==> src/design/tlrl_pkg.sv <==
// Package for the three-level route lookup: table geometry, controller state,
// command and status structs, and the address helper functions.
// No dependencies; used by every module of the block.
`default_nettype none

package tlrl_pkg;

    localparam int LEVEL1_BITS     = 16;
    localparam int LEVEL2_BITS     = 8;
    localparam int LEVEL3_BITS     = 8;
    localparam int TABLE_ADDR_BITS = 16;
    localparam int ENTRY_BITS      = 16;

    localparam int KEY_W       = 32;
    localparam int HOP_W       = 8;
    localparam int BASE_W      = 16;
    localparam int CFG_INDEX_W = 8;

    localparam logic [15:0] UPDATE_CODE = 16'd1000;
    localparam logic [15:0] L2_WR_MASK  = 16'hfffe;
    localparam logic [15:0] L3_WR_MASK  = 16'hfffd;

    localparam logic [CFG_INDEX_W-1:0] REG_LEVEL2_BASE = CFG_INDEX_W'(0);
    localparam logic [CFG_INDEX_W-1:0] REG_LEVEL3_BASE = CFG_INDEX_W'(1);

    typedef logic [TABLE_ADDR_BITS-1:0] addr_t;
    typedef logic [ENTRY_BITS-1:0]      entry_t;

    typedef enum logic [2:0] {
        ST_CLEAR,
        ST_IDLE,
        ST_RD1,
        ST_RD2,
        ST_RD3,
        ST_DONE
    } state_t;

    typedef struct packed {
        logic clear;
        logic load_key;
        logic acc1;
        logic acc2;
        logic acc3;
    } cmd_t;

    typedef struct packed {
        logic clear_last;
    } status_t;

    // Key bits starting 'used' bits below the top, zero filled past the end,
    // reduced to a table address.
    function automatic addr_t key_slice(input logic [KEY_W-1:0] k,
                                        input int used, input int width);
        logic [63:0] w;
        logic [63:0] m;
        w = {k, 32'd0} >> (64 - used - width);
        m = (64'd1 << width) - 64'd1;
        w = w & m;
        return w[TABLE_ADDR_BITS-1:0];
    endfunction

    // Entry shifted to the start of its chunk, reduced to a table address.
    function automatic addr_t entry_shift(input entry_t e, input int sh);
        logic [63:0] w;
        w = 64'(e) << sh;
        return w[TABLE_ADDR_BITS-1:0];
    endfunction

endpackage

`default_nettype wire

==> src/design/tlrl_ctrl.sv <==
// Controller for the route lookup: clearing pass after reset, then one
// table level per state. Depends on tlrl_pkg.
`default_nettype none

module tlrl_ctrl
    import tlrl_pkg::*;
(
    input  wire logic    clk,
    input  wire logic    rst_n,
    input  wire logic    start,
    input  wire status_t status,
    output cmd_t         cmd,
    output logic         busy,
    output logic         done
);

    state_t state_reg;
    state_t state_next;

    always_ff @(posedge clk or negedge rst_n)
    begin
        if (!rst_n)
            state_reg <= ST_CLEAR;
        else
            state_reg <= state_next;
    end

    always_comb
    begin
        state_next = state_reg;
        unique case (state_reg)
            ST_CLEAR: if (status.clear_last) state_next = ST_IDLE;
            ST_IDLE:  if (start) state_next = ST_RD1;
            ST_RD1:   state_next = ST_RD2;
            ST_RD2:   state_next = ST_RD3;
            ST_RD3:   state_next = ST_DONE;
            ST_DONE:  state_next = ST_IDLE;
            default:  state_next = ST_CLEAR;
        endcase
    end

    always_comb
    begin
        cmd  = '0;
        busy = 1'b1;
        done = 1'b0;
        unique case (state_reg)
            ST_CLEAR: cmd.clear = 1'b1;
            ST_IDLE:
            begin
                busy         = 1'b0;
                cmd.load_key = start;
            end
            ST_RD1:   cmd.acc1 = 1'b1;
            ST_RD2:   cmd.acc2 = 1'b1;
            ST_RD3:   cmd.acc3 = 1'b1;
            ST_DONE:  done = 1'b1;
            default:  busy = 1'b1;
        endcase
    end

endmodule

`default_nettype wire

==> config.mk <==
export PLATFORM = sky130hd
export DESIGN_NAME = tlrl_ctrl
export DESIGN_NICKNAME = d
export VERILOG_FILES = /design/src/design/tlrl_pkg.sv /design/src/design/tlrl_ctrl.sv
export SDC_FILE = /design/constraint.sdc
export NUM_CORES = 1
export LEC_CHECK = 0
export BUFFER_PORTS_ARGS = -buffer_cell sky130_fd_sc_hd__buf_2
export CORE_AREA = 4 4 41 43
export DETAILED_ROUTE_END_ITERATION = 7
export DIE_AREA = 0 0 45 47
export MAX_ROUTING_LAYER = met4
export PLACE_DENSITY = 0.38
export SYNTH_ARGS = -nofsm -noshare
export SYNTH_HDL_FRONTEND = slang
export SYNTH_SLANG_ARGS = --single-unit
==> constraint.sdc <==
create_clock -name clk -period 1.55 [get_ports clk]
set_input_delay 0.31 -clock clk [delete_from_list [all_inputs] [get_ports clk]]
set_output_delay 0.31 -clock clk [all_outputs]
set_load 0.02 [all_outputs]
==> impl_metrics.csv <==
group,metric,value,unit
pwr,power_leakage,0.1706,nW
place,place_congestion,0.6841,
setup_path,worst-path-max-fanout,7,
setup_path,worst-path-buf-inv,1,
setup_path,path_class,"flop to primary output",
pwr,p_sw,0.3142,mW
clock_network,h-tree-depth,1,
sta,setup_viol,0,
final_layout,nFillCells,157,
sta,finalHoldViolCount,0,
clock_network,clkTransAtPathRegs,30,ps
grt,grtUsageMet3,3.831,%
setup_path,critPathTopFamily,"flip-flops",
final_layout,largest_reg_flops,3,
flow_run,cap_violations,0,
clock_network,root_buffer,"clkbuf_4",
sta,finalCriticalPeriod,1505,ps
sta,drv_slew,0,
final_layout,final_nets,43,
floorplan,row_count,13,
detailed_routing,drtIter0Drc,3,
clock_network,clock_insertion_delay_worst_skew,230,ps
pwr,swShare,42.98,%
sta,setup_tns,0,ps
grt,grt_pass1_wl,855,um
pwr,p_clk_share,18.7,%
setup_path,worstPathArrival,1190,ps
pwr,powerDensity,2239,mW/mm^2
logic_synthesis,synth_fp_nets,24,
pwr,pwr-share-comb,57.0,%
logic_synthesis,synth_cells,20,
setup_path,slowest_stage,"dfrtp_2",
grt,grt_overflow_total,0,
setup_path,cp-end-kind,"primary output",
logic_synthesis,syn_area,186.4,um^2
final_layout,antennaDiodeCount,0,
detailed_routing,routed_via_density,3.830,
place,place_ws,236.0,ps
sta,fmax,0.6646,GHz
floorplan,die_x,45,um
sta,maxSlewHeadroom,83.75,%
clock_network,cts_made_buffers,3,
pwr,seqPwrFrac,24.2,%
min_path,hold_class,"primary input to flop",
grt,antenna_found_initial,0,
floorplan,initial_core_util,14.33,%
setup_path,crit_chain,"and2b_1 > and2_2 > buf_6",
sta,tightest_slew,241.9,ps
floorplan,die-area,0.002115,mm^2
detailed_routing,drc,0,
pwr,peakVddDrop,0.8267,mV
logic_synthesis,synth_cell_types,14,
detailed_routing,ant_nets,0,
place,port_buffers,10,
detailed_routing,dr_total_vias,203,
sta,skew,2.999,ps
detailed_routing,wl,492,um
detailed_routing,drt-wirelength-per-cell,9.283,um
floorplan,die_h,47,um
setup_path,cp-start-kind,"flop",
detailed_routing,dr.pass1.iters,3,
grt,grt_max_degree,10,
pwr,p_int,0.4169,mW
pwr,fin_total_pwr,0.7311,mW
logic_synthesis,synth_seq_area_share,40.27,%
clock_network,cts_sinks,3,
setup_path,crit_required,1240,ps
setup_path,slowest_delay,440,ps
grt,use_met1,6.881,%
grt,grtUsageTotal,6.219,%
logic_synthesis,avgSynthCellArea,9.321,um^2
floorplan,ios,11,
logic_synthesis,yosysWarnings,0,
clock_network,tritoncts,"built",
logic_synthesis,ys_ff_latch,3,
grt,met2_usage,7.627,%
sta,min_period_over_period,97.08,%
outcome,outcome,"finished, final reports clean",
grt,first_global_vias,200,
sta,layout_setup_ws,45.29,ps
floorplan,coreArea,0.001301,mm^2
grt,grt-busiest-layer,"met2",
final_layout,drive_gt1_share,57.89,%
clock_network,clk_path_buf_depth,2,
place,post-dp-hpwl,354.3,um
final_layout,syn2layout_area_growth,75.17,%
worst register-to-register path: stages, from the launching register on:
cell and delay, ps:
dfrtp_1 400, buf_4 150, and3b_1 170, or2_1 230
cell type report:
class                           count  area (um^2)  area share [%]
Sequential cell                     3        76.32           23.37
Inverter                            2        7.507           2.299
Tap cell                           15        18.77           5.747
Clock buffer                        4        26.28           8.046
Timing Repair Buffer               14        91.34           27.97
Multi-Input combinational cell     15        106.4           32.57
layer usage:
layer	part of all wire, %	wire length (um)	up-vias
met1	49	240	91
met5	0	0	-
met2	40	195	11
met4	0	0	0
li1	-	-	101
met3	11	56	0
power groups by stage:
stage | Combinational (mW) | Clock (mW) | Sequential, mW
floorplan | 0.247 | 0 | 0.165
global placement | 0.337 | 0 | 0.176
detailed placement | 0.343 | 0 | 0.181
CTS | 0.381 | 0.143 | 0.175
global route | 0.455 | 0.158 | 0.187
finish | 0.417 | 0.137 | 0.177
cell usage in the layout, fill, tap and decap left out, types with 2 or more instances in the layout:
| cell type | netlist | final |
|---|---|---|
| clkbuf_4 | 0 | 3 |
| buf_2 | 0 | 8 |
| dfrtp_1 | 3 | 2 |
| a21oi_1 | 2 | 2 |
| inv_1 | 2 | 2 |
| buf_4 | 0 | 4 |
| nor2b_1 | 2 | 2 |
worst paths after layout:
path | from | to | slack, ps | cells after the start
setup / recovery | state_reg[0] | done | 50 | 3
hold / removal | status | state_reg[0] | 300 | 3
setup reg to reg | state_reg[1] | state_reg[2] | 480 | 3
hold reg to reg | state_reg[2] | state_reg[1] | 580 | 1
max in group asynchronous | rst_n | state_reg[0] | 1040 | 2
min in group asynchronous | rst_n | state_reg[1] | 400 | 2
through the flow:
| stage | utilization (%) | hold slack (ps) | area, um^2 | cells |
|---|---|---|---|---|
| finish | 25.10 | 304.0 | 326.6 | 53 |
| global route | 25.10 | 302.3 | 326.6 | 53 |
| CTS | 23.56 | 305.7 | 306.5 | 52 |
| detailed placement | 19.62 | 107.6 | 255.2 | 45 |
| global placement | 19.62 | 104.7 | 255.2 | 45 |
| floorplan | - | 14.41 | 186.4 | 20 |
synthesized netlist by cell type:
master    count  share of area, %
a21oi_1       2               5.4
and2_2        1               4.0
and2b_1       1               4.0
and3b_1       1               4.7
dfrtp_1       3                40
inv_1         2               4.0
nand2b_2      1               4.7
nor2_1        2               4.0
nor2b_1       2               6.7
nor3_1        1               2.7
nor3b_1       1               4.0
nor3b_2       1               6.7
o22a_2        1               5.4
or2_1         1               3.4
what timing repair did:
item | 4_1_cts | 5_1_grt
hold buffers | 1 | 0
endpoints found under the setup margin | 2 | 2
buffers inserted | 2 | 1
hold endpoints to repair | 3 | 0
gates resized for setup | 0 | 5
logic make-up (layout without fill, tap and decap cells):
| group | count (synthesis) | in the layout | synth area share [%] |
|---|---|---|---|
| and+or+nand+nor | 12 | 12 | 44.97 |
| AOI/OAI and AO/OA | 3 | 3 | 10.74 |
| DFF | 3 | 3 | 40.27 |
| buffers and inverters | 2 | 20 | 4.028 |
No activity file was read; power rests on OpenSTA's default activity.
